`src/hdl/ellipse_radial_clamp_assert.svh`:
```
// Assertion macros for the ellipse clamp.
`ifndef ELLIPSE_RADIAL_CLAMP_ASSERT_SVH
`define ELLIPSE_RADIAL_CLAMP_ASSERT_SVH

// Same-cycle implication.
`define ERC_ASSERT_NOW(label, a, c) \
  label: assert property (@(posedge clk) disable iff (rst) (a) |-> (c)) \
    else $error("ellipse clamp: assertion failed");

// Next-cycle implication.
`define ERC_ASSERT_NEXT(label, a, c) \
  label: assert property (@(posedge clk) disable iff (rst) (a) |=> (c)) \
    else $error("ellipse clamp: assertion failed");

`endif

```
`src/hdl/erc_pkg.sv`:
```
package erc_pkg;

  localparam int COORD_BITS_DEF = 12;
  localparam int FRAC_BITS_DEF  = 4;
  localparam int RAD_BITS       = 10;
  localparam int QUEUE_DEPTH    = 2;
  localparam int ADDR_BITS      = 5;
  localparam int DATA_BITS      = 32;

  localparam int CENTER_X_RST = 250;
  localparam int CENTER_Y_RST = 300;
  localparam int RADIUS_X_RST = 80;
  localparam int RADIUS_Y_RST = 60;
  localparam int DOT_RAD_RST  = 20;

  localparam logic [2:0] REG_CENTER_X = 3'd0;
  localparam logic [2:0] REG_CENTER_Y = 3'd1;
  localparam logic [2:0] REG_RADIUS_X = 3'd2;
  localparam logic [2:0] REG_RADIUS_Y = 3'd3;
  localparam logic [2:0] REG_DOT_RAD  = 3'd4;

  typedef enum logic [1:0] {
    KIND_NORMAL,
    KIND_CENTER,
    KIND_DEGEN
  } erc_kind_t;

  typedef enum logic [1:0] {
    ST_IDLE,
    ST_MUL,
    ST_SEARCH,
    ST_DONE
  } erc_state_t;

  // Multiply sequence, one product per step.
  typedef enum logic [3:0] {
    MS_AX2, MS_AY2, MS_RX2, MS_RY2, MS_DX2, MS_DY2,
    MS_Q0, MS_Q1, MS_OL0, MS_OL1, MS_ORR, MS_PP,
    MS_RX_HI, MS_RX_LO, MS_RY_HI, MS_RY_LO
  } erc_mstep_t;

  typedef struct packed {
    logic take;
    logic load;
  } erc_stat_t;

endpackage

```
`src/hdl/erc_fifo.sv`:
```
module erc_fifo #(
  parameter int WIDTH = 8,
  parameter int DEPTH = 2
) (
  input  logic             clk,
  input  logic             rst,
  input  logic             wr,
  input  logic [WIDTH-1:0] wdata,
  output logic             full,
  input  logic             rd,
  output logic [WIDTH-1:0] rdata,
  output logic             empty
);
  localparam int PW = $clog2(DEPTH);
  localparam int CW = $clog2(DEPTH + 1);

  logic [WIDTH-1:0] mem [DEPTH];
  logic [PW-1:0]    wr_ptr;
  logic [PW-1:0]    rd_ptr;
  logic [CW-1:0]    count;
  logic             do_wr;
  logic             do_rd;

  assign full  = (count == CW'(DEPTH));
  assign empty = (count == '0);
  assign do_wr = wr && !full;
  assign do_rd = rd && !empty;
  assign rdata = mem[rd_ptr];

  always_ff @(posedge clk) begin
    if (do_wr) begin
      mem[wr_ptr] <= wdata;
    end
  end

  always_ff @(posedge clk) begin
    if (rst) begin
      wr_ptr <= '0;
      rd_ptr <= '0;
      count  <= '0;
    end else begin
      if (do_wr) begin
        wr_ptr <= (wr_ptr == PW'(DEPTH - 1)) ? '0 : wr_ptr + 1'b1;
      end
      if (do_rd) begin
        rd_ptr <= (rd_ptr == PW'(DEPTH - 1)) ? '0 : rd_ptr + 1'b1;
      end
      if (do_wr && !do_rd) begin
        count <= count + 1'b1;
      end else if (do_rd && !do_wr) begin
        count <= count - 1'b1;
      end
    end
  end
endmodule

```
`src/hdl/erc_front.sv`:
```
module erc_front #(
  parameter int COORD_BITS = erc_pkg::COORD_BITS_DEF
) (
  input  logic [COORD_BITS-1:0]         point_x,
  input  logic [COORD_BITS-1:0]         point_y,
  input  logic [COORD_BITS-1:0]         center_x,
  input  logic [COORD_BITS-1:0]         center_y,
  input  logic [erc_pkg::RAD_BITS-1:0]  outer_radius_x,
  input  logic [erc_pkg::RAD_BITS-1:0]  outer_radius_y,
  input  logic [erc_pkg::RAD_BITS-1:0]  dot_radius,
  output logic [4*COORD_BITS+3:0]       item
);
  import erc_pkg::*;

  logic                  negx;
  logic                  negy;
  logic [COORD_BITS-1:0] adx;
  logic [COORD_BITS-1:0] ady;
  erc_kind_t             kind;

  assign negx = point_x < center_x;
  assign negy = point_y < center_y;
  assign adx  = negx ? center_x - point_x : point_x - center_x;
  assign ady  = negy ? center_y - point_y : point_y - center_y;

  // center wins over a collapsed inner ellipse
  always_comb begin
    if (adx == '0 && ady == '0) begin
      kind = KIND_CENTER;
    end else if (outer_radius_x <= dot_radius || outer_radius_y <= dot_radius) begin
      kind = KIND_DEGEN;
    end else begin
      kind = KIND_NORMAL;
    end
  end

  assign item = {kind, negx, negy, adx, ady, point_x, point_y};
endmodule

```
`src/hdl/erc_back.sv`:
```
module erc_back #(
  parameter int COORD_BITS = erc_pkg::COORD_BITS_DEF,
  parameter int FRAC_BITS  = erc_pkg::FRAC_BITS_DEF
) (
  input  logic                                   clk,
  input  logic                                   rst,
  input  logic [4*COORD_BITS+3:0]                item,
  input  logic                                   q_empty,
  input  logic [COORD_BITS-1:0]                  center_x,
  input  logic [COORD_BITS-1:0]                  center_y,
  input  logic [erc_pkg::RAD_BITS-1:0]           outer_radius_x,
  input  logic [erc_pkg::RAD_BITS-1:0]           outer_radius_y,
  input  logic [erc_pkg::RAD_BITS-1:0]           dot_radius,
  input  logic                                   pop,
  output logic                                   empty,
  output logic signed [COORD_BITS+FRAC_BITS+1:0] dot_x,
  output logic signed [COORD_BITS+FRAC_BITS+1:0] dot_y,
  output logic                                   follows,
  output erc_pkg::erc_stat_t                     stat
);
  import erc_pkg::*;

  localparam int C  = COORD_BITS;
  localparam int R  = RAD_BITS;
  localparam int S  = FRAC_BITS + RAD_BITS + 2;
  localparam int SB = $clog2(S);
  localparam int MA = 2 * C;
  localparam int MB = (2 * R > C) ? 2 * R : C;
  localparam int PW = MA + MB;
  localparam int QW = PW + 1;
  localparam int RB = 2 * C + 4 * R;
  localparam int W  = QW + 2 * S + 3;
  localparam int OB = C + FRAC_BITS + 2;

  erc_state_t state, state_next;
  erc_mstep_t step;

  erc_kind_t       kind;
  logic            negx, negy;
  logic [C-1:0]    adx, ady, px, py;
  logic [R-1:0]    ax, ay;
  logic [2*R-1:0]  ax2, ay2, rx2, ry2;
  logic [4*R-1:0]  orr, pp;
  logic [MA-1:0]   dx2, dy2;
  logic [QW-1:0]   q, ol;
  logic [RB-1:0]   rxb, ryb;
  logic            in_ell, in_ell_now;

  logic [MA-1:0]   opa;
  logic [MB-1:0]   opb;
  logic [PW-1:0]   prod;

  logic [W-1:0]    sa, sbs, sqs, cand, r_cur, bs_half;
  logic [S-1:0]    n, n_new, rxv, ryv;
  logic [SB-1:0]   bitc;
  logic            phase, take_b;
  logic            out_valid;
  logic [OB-1:0]   bx, by, res_x, res_y;
  logic            res_f;

  assign ax = outer_radius_x - dot_radius;
  assign ay = outer_radius_y - dot_radius;

  // shared multiplier, operands picked by step
  always_comb begin
    opa = '0;
    opb = '0;
    case (step)
      MS_AX2:   begin opa = MA'(ax);   opb = MB'(ax); end
      MS_AY2:   begin opa = MA'(ay);   opb = MB'(ay); end
      MS_RX2:   begin opa = MA'(outer_radius_x); opb = MB'(outer_radius_x); end
      MS_RY2:   begin opa = MA'(outer_radius_y); opb = MB'(outer_radius_y); end
      MS_DX2:   begin opa = MA'(adx);  opb = MB'(adx); end
      MS_DY2:   begin opa = MA'(ady);  opb = MB'(ady); end
      MS_Q0:    begin opa = dx2;       opb = MB'(ay2); end
      MS_Q1:    begin opa = dy2;       opb = MB'(ax2); end
      MS_OL0:   begin opa = dx2;       opb = MB'(ry2); end
      MS_OL1:   begin opa = dy2;       opb = MB'(rx2); end
      MS_ORR:   begin opa = MA'(rx2);  opb = MB'(ry2); end
      MS_PP:    begin opa = MA'(ax2);  opb = MB'(ay2); end
      MS_RX_HI: begin opa = dx2;       opb = MB'(pp[4*R-1:2*R]); end
      MS_RX_LO: begin opa = dx2;       opb = MB'(pp[2*R-1:0]); end
      MS_RY_HI: begin opa = dy2;       opb = MB'(pp[4*R-1:2*R]); end
      MS_RY_LO: begin opa = dy2;       opb = MB'(pp[2*R-1:0]); end
      default:  begin opa = '0;        opb = '0; end
    endcase
  end

  assign prod       = PW'(opa) * PW'(opb);
  assign in_ell_now = (ol <= QW'(orr)) && (q < QW'(pp));

  // digit search: largest n with (2n-1)^2 q <= (2 num)^2, kept as adds
  assign r_cur   = W'(phase ? ryb : rxb) << (2 * FRAC_BITS + 2);
  assign cand    = sa + sbs + sqs;
  assign take_b  = cand <= r_cur;
  assign bs_half = W'($signed(sbs) >>> 1);
  assign n_new   = take_b ? (n | (S'(1) << bitc)) : n;

  always_comb begin
    state_next = state;
    case (state)
      ST_IDLE: begin
        if (!q_empty) begin
          state_next = (erc_kind_t'(item[4*C+3:4*C+2]) == KIND_NORMAL) ? ST_MUL : ST_DONE;
        end
      end
      ST_MUL: begin
        if (step == MS_RX_HI && in_ell_now) begin
          state_next = ST_DONE;
        end else if (step == MS_RY_LO) begin
          state_next = ST_SEARCH;
        end
      end
      ST_SEARCH: begin
        if (bitc == '0 && phase) begin
          state_next = ST_DONE;
        end
      end
      ST_DONE: begin
        if (!out_valid || pop) begin
          state_next = ST_IDLE;
        end
      end
      default: state_next = ST_IDLE;
    endcase
  end

  always_comb begin
    stat.take = (state == ST_IDLE) && !q_empty;
    stat.load = (state == ST_DONE) && (!out_valid || pop);
  end

  always_ff @(posedge clk) begin
    if (rst) begin
      state <= ST_IDLE;
    end else begin
      state <= state_next;
    end
  end

  always_ff @(posedge clk) begin
    if (stat.take) begin
      kind   <= erc_kind_t'(item[4*C+3:4*C+2]);
      negx   <= item[4*C+1];
      negy   <= item[4*C];
      adx    <= item[4*C-1:3*C];
      ady    <= item[3*C-1:2*C];
      px     <= item[2*C-1:C];
      py     <= item[C-1:0];
      step   <= MS_AX2;
      in_ell <= 1'b0;
    end
    if (state == ST_MUL) begin
      step <= erc_mstep_t'(step + 1'b1);
      case (step)
        MS_AX2:   ax2 <= prod[2*R-1:0];
        MS_AY2:   ay2 <= prod[2*R-1:0];
        MS_RX2:   rx2 <= prod[2*R-1:0];
        MS_RY2:   ry2 <= prod[2*R-1:0];
        MS_DX2:   dx2 <= prod[MA-1:0];
        MS_DY2:   dy2 <= prod[MA-1:0];
        MS_Q0:    q   <= QW'(prod);
        MS_Q1:    q   <= q + QW'(prod);
        MS_OL0:   ol  <= QW'(prod);
        MS_OL1:   ol  <= ol + QW'(prod);
        MS_ORR:   orr <= prod[4*R-1:0];
        MS_PP:    pp  <= prod[4*R-1:0];
        MS_RX_HI: begin
          rxb    <= RB'(prod);
          in_ell <= in_ell_now;
        end
        MS_RX_LO: rxb <= (rxb << (2 * R)) + RB'(prod);
        MS_RY_HI: ryb <= RB'(prod);
        MS_RY_LO: ryb <= (ryb << (2 * R)) + RB'(prod);
        default:  ;
      endcase
    end
    if (state == ST_MUL && step == MS_RY_LO) begin
      sa    <= W'(q);
      sbs   <= -(W'(q) << (S + 1));
      sqs   <= W'(q) << (2 * S);
      n     <= '0;
      bitc  <= SB'(S - 1);
      phase <= 1'b0;
    end
    if (state == ST_SEARCH) begin
      if (bitc == '0) begin
        // restart for the y axis on the same q
        if (!phase) begin
          rxv <= n_new;
        end else begin
          ryv <= n_new;
        end
        sa    <= W'(q);
        sbs   <= -(W'(q) << (S + 1));
        sqs   <= W'(q) << (2 * S);
        n     <= '0;
        bitc  <= SB'(S - 1);
        phase <= 1'b1;
      end else begin
        if (take_b) begin
          sa  <= cand;
          sbs <= bs_half + sqs;
        end else begin
          sbs <= bs_half;
        end
        sqs  <= sqs >> 2;
        n    <= n_new;
        bitc <= bitc - 1'b1;
      end
    end
  end

  assign bx = OB'(center_x) << FRAC_BITS;
  assign by = OB'(center_y) << FRAC_BITS;

  always_comb begin
    case (kind)
      KIND_CENTER: begin
        res_x = bx;
        res_y = by;
        res_f = 1'b1;
      end
      KIND_DEGEN: begin
        res_x = bx;
        res_y = by;
        res_f = 1'b0;
      end
      KIND_NORMAL: begin
        if (in_ell) begin
          res_x = OB'(px) << FRAC_BITS;
          res_y = OB'(py) << FRAC_BITS;
          res_f = 1'b1;
        end else begin
          res_x = negx ? bx - OB'(rxv) : bx + OB'(rxv);
          res_y = negy ? by - OB'(ryv) : by + OB'(ryv);
          res_f = 1'b0;
        end
      end
      default: begin
        res_x = bx;
        res_y = by;
        res_f = 1'b0;
      end
    endcase
  end

  always_ff @(posedge clk) begin
    if (rst) begin
      out_valid <= 1'b0;
    end else if (stat.load) begin
      out_valid <= 1'b1;
    end else if (pop) begin
      out_valid <= 1'b0;
    end
  end

  always_ff @(posedge clk) begin
    if (stat.load) begin
      dot_x   <= $signed(res_x);
      dot_y   <= $signed(res_y);
      follows <= res_f;
    end
  end

  assign empty = !out_valid;
endmodule

```
`src/hdl/ellipse_radial_clamp.sv`:
```
// Channel  | Handshake           | Payload
// ---------+---------------------+--------------------------------------------
// input    | push / full         | point_x, point_y (whole pixels)
// result   | pop / empty         | dot_x, dot_y (1/16 pixel, signed), follows
// config   | psel/penable/pwrite | paddr, pwdata, prdata, pready (always 1)
//
// Back end: a point at the center or with a collapsed inner ellipse goes
//   straight to the result register; a point that is followed takes 13
//   multiplier steps; any other point takes 16 steps on the one shared
//   multiplier, then one bit per cycle of the root-and-divide search,
//   x then y.
// Reset: synchronous, active high; config registers return to defaults.
// Stalls: a 2-beat queue sits between classifier and back end, and the
//   result register holds a beat until popped while new beats queue up.
`include "ellipse_radial_clamp_assert.svh"

module ellipse_radial_clamp #(
  parameter int COORD_BITS = erc_pkg::COORD_BITS_DEF,
  parameter int FRAC_BITS  = erc_pkg::FRAC_BITS_DEF
) (
  input  logic                                   clk,
  input  logic                                   rst,
  input  logic                                   psel,
  input  logic                                   penable,
  input  logic                                   pwrite,
  input  logic [erc_pkg::ADDR_BITS-1:0]          paddr,
  input  logic [erc_pkg::DATA_BITS-1:0]          pwdata,
  output logic [erc_pkg::DATA_BITS-1:0]          prdata,
  output logic                                   pready,
  input  logic                                   push,
  output logic                                   full,
  input  logic [COORD_BITS-1:0]                  point_x,
  input  logic [COORD_BITS-1:0]                  point_y,
  output logic                                   empty,
  input  logic                                   pop,
  output logic signed [COORD_BITS+FRAC_BITS+1:0] dot_x,
  output logic signed [COORD_BITS+FRAC_BITS+1:0] dot_y,
  output logic                                   follows
);
  import erc_pkg::*;

  localparam int IW = 4 * COORD_BITS + 4;

  // config registers
  logic [COORD_BITS-1:0] center_x;
  logic [COORD_BITS-1:0] center_y;
  logic [RAD_BITS-1:0]   outer_radius_x;
  logic [RAD_BITS-1:0]   outer_radius_y;
  logic [RAD_BITS-1:0]   dot_radius;
  logic                  cfg_wr;
  logic [2:0]            reg_sel;

  logic [IW-1:0] front_item;
  logic [IW-1:0] q_item;
  logic          q_empty;
  logic          q_pop;
  erc_stat_t     stat;

  assign pready  = 1'b1;
  assign cfg_wr  = psel && penable && pwrite && pready;
  assign reg_sel = paddr[4:2];

  always_ff @(posedge clk) begin
    if (rst) begin
      center_x       <= COORD_BITS'(CENTER_X_RST);
      center_y       <= COORD_BITS'(CENTER_Y_RST);
      outer_radius_x <= RAD_BITS'(RADIUS_X_RST);
      outer_radius_y <= RAD_BITS'(RADIUS_Y_RST);
      dot_radius     <= RAD_BITS'(DOT_RAD_RST);
    end else if (cfg_wr) begin
      case (reg_sel)
        REG_CENTER_X: center_x       <= pwdata[COORD_BITS-1:0];
        REG_CENTER_Y: center_y       <= pwdata[COORD_BITS-1:0];
        REG_RADIUS_X: outer_radius_x <= pwdata[RAD_BITS-1:0];
        REG_RADIUS_Y: outer_radius_y <= pwdata[RAD_BITS-1:0];
        REG_DOT_RAD:  dot_radius     <= pwdata[RAD_BITS-1:0];
        default:      ;
      endcase
    end
  end

  always_comb begin
    case (reg_sel)
      REG_CENTER_X: prdata = DATA_BITS'(center_x);
      REG_CENTER_Y: prdata = DATA_BITS'(center_y);
      REG_RADIUS_X: prdata = DATA_BITS'(outer_radius_x);
      REG_RADIUS_Y: prdata = DATA_BITS'(outer_radius_y);
      REG_DOT_RAD:  prdata = DATA_BITS'(dot_radius);
      default:      prdata = '0;
    endcase
  end

  // front: offsets, signs and the special cases
  erc_front #(
    .COORD_BITS(COORD_BITS)
  ) u_front (
    .point_x       (point_x),
    .point_y       (point_y),
    .center_x      (center_x),
    .center_y      (center_y),
    .outer_radius_x(outer_radius_x),
    .outer_radius_y(outer_radius_y),
    .dot_radius    (dot_radius),
    .item          (front_item)
  );

  // decoupling queue; full is the input backpressure
  erc_fifo #(
    .WIDTH(IW),
    .DEPTH(QUEUE_DEPTH)
  ) u_queue (
    .clk  (clk),
    .rst  (rst),
    .wr   (push),
    .wdata(front_item),
    .full (full),
    .rd   (q_pop),
    .rdata(q_item),
    .empty(q_empty)
  );

  // back: multiply sequence, search, result register
  erc_back #(
    .COORD_BITS(COORD_BITS),
    .FRAC_BITS (FRAC_BITS)
  ) u_back (
    .clk           (clk),
    .rst           (rst),
    .item          (q_item),
    .q_empty       (q_empty),
    .center_x      (center_x),
    .center_y      (center_y),
    .outer_radius_x(outer_radius_x),
    .outer_radius_y(outer_radius_y),
    .dot_radius    (dot_radius),
    .pop           (pop),
    .empty         (empty),
    .dot_x         (dot_x),
    .dot_y         (dot_y),
    .follows       (follows),
    .stat          (stat)
  );

  assign q_pop = stat.take;

  // back end never pulls from an empty queue
  `ERC_ASSERT_NOW(a_take_nonempty, q_pop, !q_empty)
  // a beat written with no read leaves the queue non-empty
  `ERC_ASSERT_NEXT(a_queue_holds, push && !full && !q_pop, !q_empty)
  // a popped result with no refill drains the result register
  `ERC_ASSERT_NEXT(a_result_drains, pop && !empty && !stat.load, empty)
endmodule
```
`config.mk`:
```
export PLATFORM = sky130hd
export DESIGN_NAME = ellipse_radial_clamp
export DESIGN_NICKNAME = d
export VERILOG_FILES = /design/src/hdl/erc_pkg.sv /design/src/hdl/erc_fifo.sv /design/src/hdl/erc_front.sv /design/src/hdl/erc_back.sv /design/src/hdl/ellipse_radial_clamp.sv
export VERILOG_INCLUDE_DIRS = /design/src /design/src/hdl
export SDC_FILE = /design/constraint.sdc
export NUM_CORES = 2
export LEC_CHECK = 0
export ABC_AREA = 0
export BUFFER_PORTS_ARGS = -buffer_cell sky130_fd_sc_hd__buf_2
export CORE_ASPECT_RATIO = 0.75
export CORE_UTILIZATION = 65
export DETAILED_ROUTE_END_ITERATION = 8
export PLACE_DENSITY = 0.82
export SYNTH_ARGS = -nofsm -noshare
export SYNTH_HDL_FRONTEND = slang
export SYNTH_SLANG_ARGS = --single-unit
export TNS_END_PERCENT = 5
```
`constraint.sdc`:
```
create_clock -name clk -period 16.2 [get_ports clk]
set_input_delay 3.24 -clock clk [delete_from_list [all_inputs] [get_ports clk]]
set_output_delay 3.24 -clock clk [all_outputs]
set_load 0.1 [all_outputs]
```
* Yosys cells after proc, flatten, opt, wreduce, memory -nomap -nowiden
Memory sizes are Yosys's and may differ from the RTL's. A register that Yosys moved wholly into a read port is not among the register bits.
Index checks and enable logic that the tools add are counted.
** Word-level totals
- Word-level logic and storage cells :: 239
- Bits in registers :: 874
- Bits in writable memories :: 104
- Memories :: 1
- Input port bits :: 68
- Output and inout port bits :: 72
** Cells by class
- Reduce and logical (&&, ||, !) cells :: 65
- Equality and inequality tests :: 29
- Bitwise operators :: 3
- Shift operators :: 1
- $mul :: 1
- $add $sub $neg :: 24
- Muxes and demuxes :: 63
- Order comparisons :: 7
** Memories
- u_queue.mem :: words 2, bits a word 52, rd ports 1, clocked after Yosys merged registers in 1, write ports 1, RTL line erc_fifo.sv:17 : logic [WIDTH-1:0] mem [DEPTH];
** Operators with widths (count)
- $mux W80 :: 10
- $pmux W64 S2 :: 2
- $add A80 B80 Y80 :: 3
- $pmux W20 S12 :: 1
- $pmux W24 S10 :: 1
- $pmux W45 S2 :: 2
- $add A64 B44 Y64 :: 2
- $mux W16 :: 8
- $add A45 B44 Y45 :: 2
- $le A80 B80 Y1 :: 1
- $neg A62 Y80 :: 1
- $mux W78 :: 1
- $mux W64 :: 1
- $pmux W12 S5 :: 1
- $sub A12 B12 Y12 :: 4
- $le A45 B40 Y1 :: 1
- $lt A45 B40 Y1 :: 1
- $mul A24 B20 Y44 :: 1
- $mux W18 :: 2
- $reduce_and A2 Y1 :: 18
- $add A16 B16 Y17 :: 2
- $sub A16 B16 Y17 :: 2
- $eq A4 B4 Y1 const B :: 8
- $logic_not A12 Y1 :: 2
- 40 further kinds :: 116

* Longest topological paths before layout
- Depth after elaboration :: 7
- Gate-level depth with buffers :: 57
- Mapped depth without buffers :: 56

* Cells and area by module
A second synthesis with hierarchy kept.
** Second synthesis, totals
- Cells, all modules :: 8720
- Area total of the unflattened synthesis :: 84106.9 um^2
** By module, submodules not included
- erc_back :: area an instance 74127.3 um^2, cells each 7790, seq. area each 23562.6 um^2, times used 1
- erc_fifo :: area an instance 3956.3 um^2, cells each 187, seq. area each 3223.1 um^2, times used 1
- erc_front :: area an instance 3240.6 um^2, cells each 448, seq. area each 0.0 um^2, times used 1
- ellipse_radial_clamp :: area an instance 2782.7 um^2, cells each 295, seq. area each 1081.0 um^2, times used 1

* Least setup slack after synthesis
No wires, ideal clock.
- Path kind :: reg-to-reg
- From :: register u_back.step[1]
- To :: register u_back.ryb[60] (data pin)
- Setup slack :: 4.386 ns
- Setup time :: 0.266 ns
- Data arrival time :: 11.548 ns
- Path buffers :: 4
- Clock period less this slack :: 11.814 ns
- Stages on the path, launching flop included :: 54
- Cell sequence :: edfxtp_1 -> inv_1 -> ha_1 -> clkbuf_1 -> nand2_1 -> nor2_1 -> clkbuf_1 -> clkbuf_1 -> a22oi_1 -> nand4_1 -> nor2_1 -> a21oi_1 -> clkbuf_1 -> nand2_1 -> fa_1 -> inv_1 -> fa_1 -> inv_1 -> [18 not listed] -> a21oi_1 -> xnor2_1 -> ha_1 -> inv_1 -> fa_1 -> nor2b_1 -> o21ai_0 -> a21oi_1 -> o21a_1 -> o211a_1 -> a31o_2 -> a31oi_1 -> o21ai_0 -> a31oi_1 -> o31ai_1 -> nand4_1 -> xor2_1 -> nor2_1
** On the way
- Cells in the longest elaborated chain, start to end :: 6
- Elaborated cells on any way between the ends :: 27
- Those cells by class :: add/sub (1); mul (1); eq/ne (15); mux (3); reduce/logical (7)
** Ends and longest elaborated chain
- from (decl) :: RTL line erc_back.sv:36 : erc_mstep_t step;
- from (signal assigned) :: RTL line erc_back.sv:154 : step <= erc_mstep_t'(step + 1'b1);
- $eq A4 B3 Y1 or $eq A4 B4 Y1 (tied branches) :: RTL line erc_back.sv:68 : case (step)
- $reduce_or A4 Y1 (no source line) or $reduce_or A2 Y1 (tied branches)
- $pmux W24 S10 or $pmux W20 S12 (tied branches) :: RTL line erc_back.sv:68
- $mul A24 B20 Y44 (*) :: RTL line erc_back.sv:89 : assign prod = PW'(opa) * PW'(opb);
- named net u_back.prod[20] :: RTL line erc_back.sv:51 : logic [PW-1:0] prod;
- $add A64 B44 Y64 (*) :: RTL line erc_back.sv:174 : MS_RY_LO: ryb <= (ryb << (2 * R)) + RB'(prod);
- $pmux W64 S2 (*) :: RTL line erc_back.sv:155 : case (step)
- to (signal assigned) :: RTL line erc_back.sv:173 : MS_RY_HI: ryb <= RB'(prod);
- to (signal assigned) :: RTL line erc_back.sv:174
- to (decl) :: RTL line erc_back.sv:46 : logic [RB-1:0] rxb, ryb;
Mark *: on every way through the listed nets, which the timed path passes. The rest lies on a longest branch.
A chain may end at the register's enable or synchronous reset.

* Worst setup path after layout
- From :: register dot_radius[1]
- To :: register u_back.ryb[53] (data pin)
** On the way
- Cells in the longest elaborated chain, start to end :: 5
- Elaborated cells on any way between the ends :: 7
- Those cells by class :: add/sub (3); mul (1); mux (3)
** Ends and longest elaborated chain
- from (decl) :: RTL line ellipse_radial_clamp.sv:49 : logic [RAD_BITS-1:0] dot_radius;
- from (signal assigned) :: RTL line ellipse_radial_clamp.sv:69 : dot_radius <= RAD_BITS'(DOT_RAD_RST);
- from (signal assigned) :: RTL line ellipse_radial_clamp.sv:76 : REG_DOT_RAD: dot_radius <= pwdata[RAD_BITS-1:0];
- $sub A10 B10 Y10 (on tied branches) :: RTL line erc_back.sv:62, erc_back.sv:61
- $pmux W20 S12 or $pmux W24 S10 (tied branches) :: RTL line erc_back.sv:68
- $mul A24 B20 Y44 (*) :: RTL line erc_back.sv:89
- named net u_back.prod[28] :: RTL line erc_back.sv:51
- $add A64 B44 Y64 (*) :: RTL line erc_back.sv:174
- $pmux W64 S2 (*) :: RTL line erc_back.sv:155
Marks and branches as above.

==> reports/results.tsv <==
stage	metric	value	unit
synthesis	synth top area cells	edfxtp_1, fa_1, ha_1, nand2_1, inv_1	
clock_network	Longest Clk Path Bufs	3	
synthesis	Mapped Avg Cell Area	9.62	sq um
hold_path	Hold WC Path Type	reg -> reg	
detailed_routing	final routed DRC violation total	5	
clock_network	Clock Pin Slew Worst Setup and Hold Paths	70	ps
critical_path	Critical Path RT	16660	ps
synthesis	Synth Instances	8484	
synthesis	post-synthesis register bit count	976	
die	IO Count	140	
grt	initial antenna violation count	7	
clock_network	CTS Sinks	976	
timing	WHS	486	ps
die	die area	127000	sq um
detailed_routing	Routed WL	260000	um
timing	Slew HR	0.0241	
clock_network	Setup Buffers After CTS	0	
place	Cells after DPL	10000	
detailed_routing	DR iter-0 viols	9158	
detailed_routing	vias	67700	
run	max_cap viols	0	
timing	Pins Over Slew Limit	0	
grt	Tot GR Track Use	0.405	
finish	Final nets	9742	
die	Die Height	309	um
detailed_routing	via/cell ratio	6.63	
place	Placer Congestion	1.04	
synthesis	mapped cell area	81600	sq um
finish	post-route insts no fill	10200	
synthesis	Yosys warning total	0	
die	Starting Density	0.656	
synthesis	Cell variety after synth	98	
synthesis	Synth async-reset ratio	0	
die	core region area	124000	sq um
grt	largest net degree at the start of global routing	85	
critical_path	CP max FO	13	
timing	skew final	22.1	ps
timing	Final Critical Period	14320	ps
grt	grt total ovfl	0	
timing	RSZ-0062 raised after global routing	no	
clock_network	cts hold-fix bufs	0	
timing	setup TNS	0	ps
clock_network	H-tree depth	3	
clock_network	PostCTS Resize Cnt	0	
clock_network	clock latency at the later pin of the worst-skew pair	740	ps
die	die width	411	um
run_status	failing checks	design-rule violations	
critical_path	Worst Setup End Kind	flip-flop	
detailed_routing	DRT Pass-1 Iters	9	
critical_path	Worst path slowest cell	a32o_1	
synthesis	share of the synthesized area in the top cell type	0.306	
timing	Tcrit/Tclk final	0.884	
run_status	status	complete, but fails checks	
timing	final hold vios	0	
clock_network	CTS Buf Count	97	
synthesis	count leader, synth	nand2_1	
critical_path	crit path DAT	14780	ps
clock_network	CTS tree	done	
synthesis	post-synth top area cell	edfxtp_1	
place	HPWL after DPL	195000	um
synthesis	sequential area share after synthesis	0.341	
clock_network	CTS Root Cell	clkbuf_16	
critical_path	CP most frequent cell	fa_1	
place	port bufs	96	
synthesis	list of most frequent post-synthesis cells	nand2_1, edfxtp_1, inv_1, ha_1, nor2_1	
finish	Syn-to-layout area delta	7.11	%
timing	actual transition at the worst max-transition pin	1460	ps
critical_path	slowest cell delay on critical path	870	ps
critical_path	CP Launch Type	flip-flop	
detailed_routing	antenna-violating nets left	0	
synthesis	Post-synth EDFFs	832	
finish	Fillers	9343	
critical_path	kind of critical path	reg -> reg	
timing	Peak Freq	0.0698	GHz
timing	final setup fails	0	
synthesis	commonest register cell after synthesis	edfxtp_1	
detailed_routing	drt wl/cell	25.5	um
die	row cnt	112	
grt	first-pass GRT wire length	390000	um
grt	number of global-route vias before repair	64900	
finish	layout cells sized above 1	0.0704	
==> layout by cell type, fill, tap and decap left out, drive strengths merged, types with 180 or more instances in the layout <==
master,synthesis,layout
inv,833,839
nand3,180,180
fa,483,483
nand2,957,957
a21oi,511,511
xor2,199,199
nor2,603,603
xnor2,248,248
buf,57,255
edfxtp,832,832
a21o,262,262
ha,724,724
o21ai,426,426
==> stage by stage <==
step           worst slack [ps]   util  instance area (sq um)
2_1_floorplan              4390      -                  81700
3_3_place_gp               2480  0.676                  84100
3_5_place_dp               2390  0.676                  84100
4_1_cts                    2350  0.702                  87400
5_1_grt                    1250  0.702                  87400
6_report                   1880  0.702                  87400
==> layout make-up <==
| class | instances | area, sq um | area share |
|---|---|---|---|
| antenna | 2 | 5.00 | 0.0000573 |
| tap | 1653 | 2070 | 0.0237 |
| sequential | 976 | 27900 | 0.319 |
| inverter | 835 | 3130 | 0.0359 |
| multi-input combinational | 6302 | 49300 | 0.564 |
| clock buffer | 117 | 2610 | 0.0298 |
| clock inverter | 65 | 731 | 0.00836 |
| timing repair buffer | 255 | 1670 | 0.0192 |
==> critical path: cells and delay by family (launching register included) <==
kind	cells	cell delay (ps)
simple gates	11	2680
buf+inv	8	990
xor+xnor	3	1020
flops	1	510
compound gates	18	4300
fa+ha+maj	10	4480
==> flip-flops by register name (all words and copies together) (netlist names), 20 cells and up, named ones only <==
name	cells
u_back.ry2	20
u_back.ol	45
u_back.dx2	24
u_back.ax2	20
u_queue.mem	104
u_back.orr	40
u_back.sbs	80
u_back.q	45
u_back.ay2	20
u_back.sa	80
u_back.sqs	77
u_back.dy2	24
u_back.rxb	64
u_back.rx2	20
u_back.ryb	64
u_back.pp	40
==> kinds of logic (layout without fill, tap and decap cells) <==
family,Yosys count,after routing,share of synthesized area
AOI/OAI and AO/OA,1978,1978,0.158
xor gates and xnor gates,447,447,0.0480
adders and majority gates,1207,1207,0.229
buffers and inverters,1225,1272,0.0576
DFF,976,976,0.341
muxes,225,225,0.0288
other,2,23,0.0000920
and+or+nand+nor,2424,2424,0.136
==> final timing paths <==
check             slack [ps]     startpoint              to  cells after the start
setup / recovery        1880  dot_radius[1]  u_back.ryb[53]                     50
hold / removal           490  u_back.sa[77]   u_back.sa[77]                      1
setup reg to reg        1880  dot_radius[1]  u_back.ryb[53]                     50
hold reg to reg          490  u_back.sa[77]   u_back.sa[77]                      1
==> per-layer routing <==
layer / vias to the layer above / global-route usage / wire length (um)
met5: - / 0 / 74
met4: 12 / 0.173 / 12600
met3: 709 / 0.114 / 36000
met2: 4344 / 0.584 / 108000
met1: 32700 / 0.570 / 103000
li1: 29900 / - / -
Power is not shown: default switching activity piles up to over one toggle a cycle in this logic, so the estimate is an artifact.
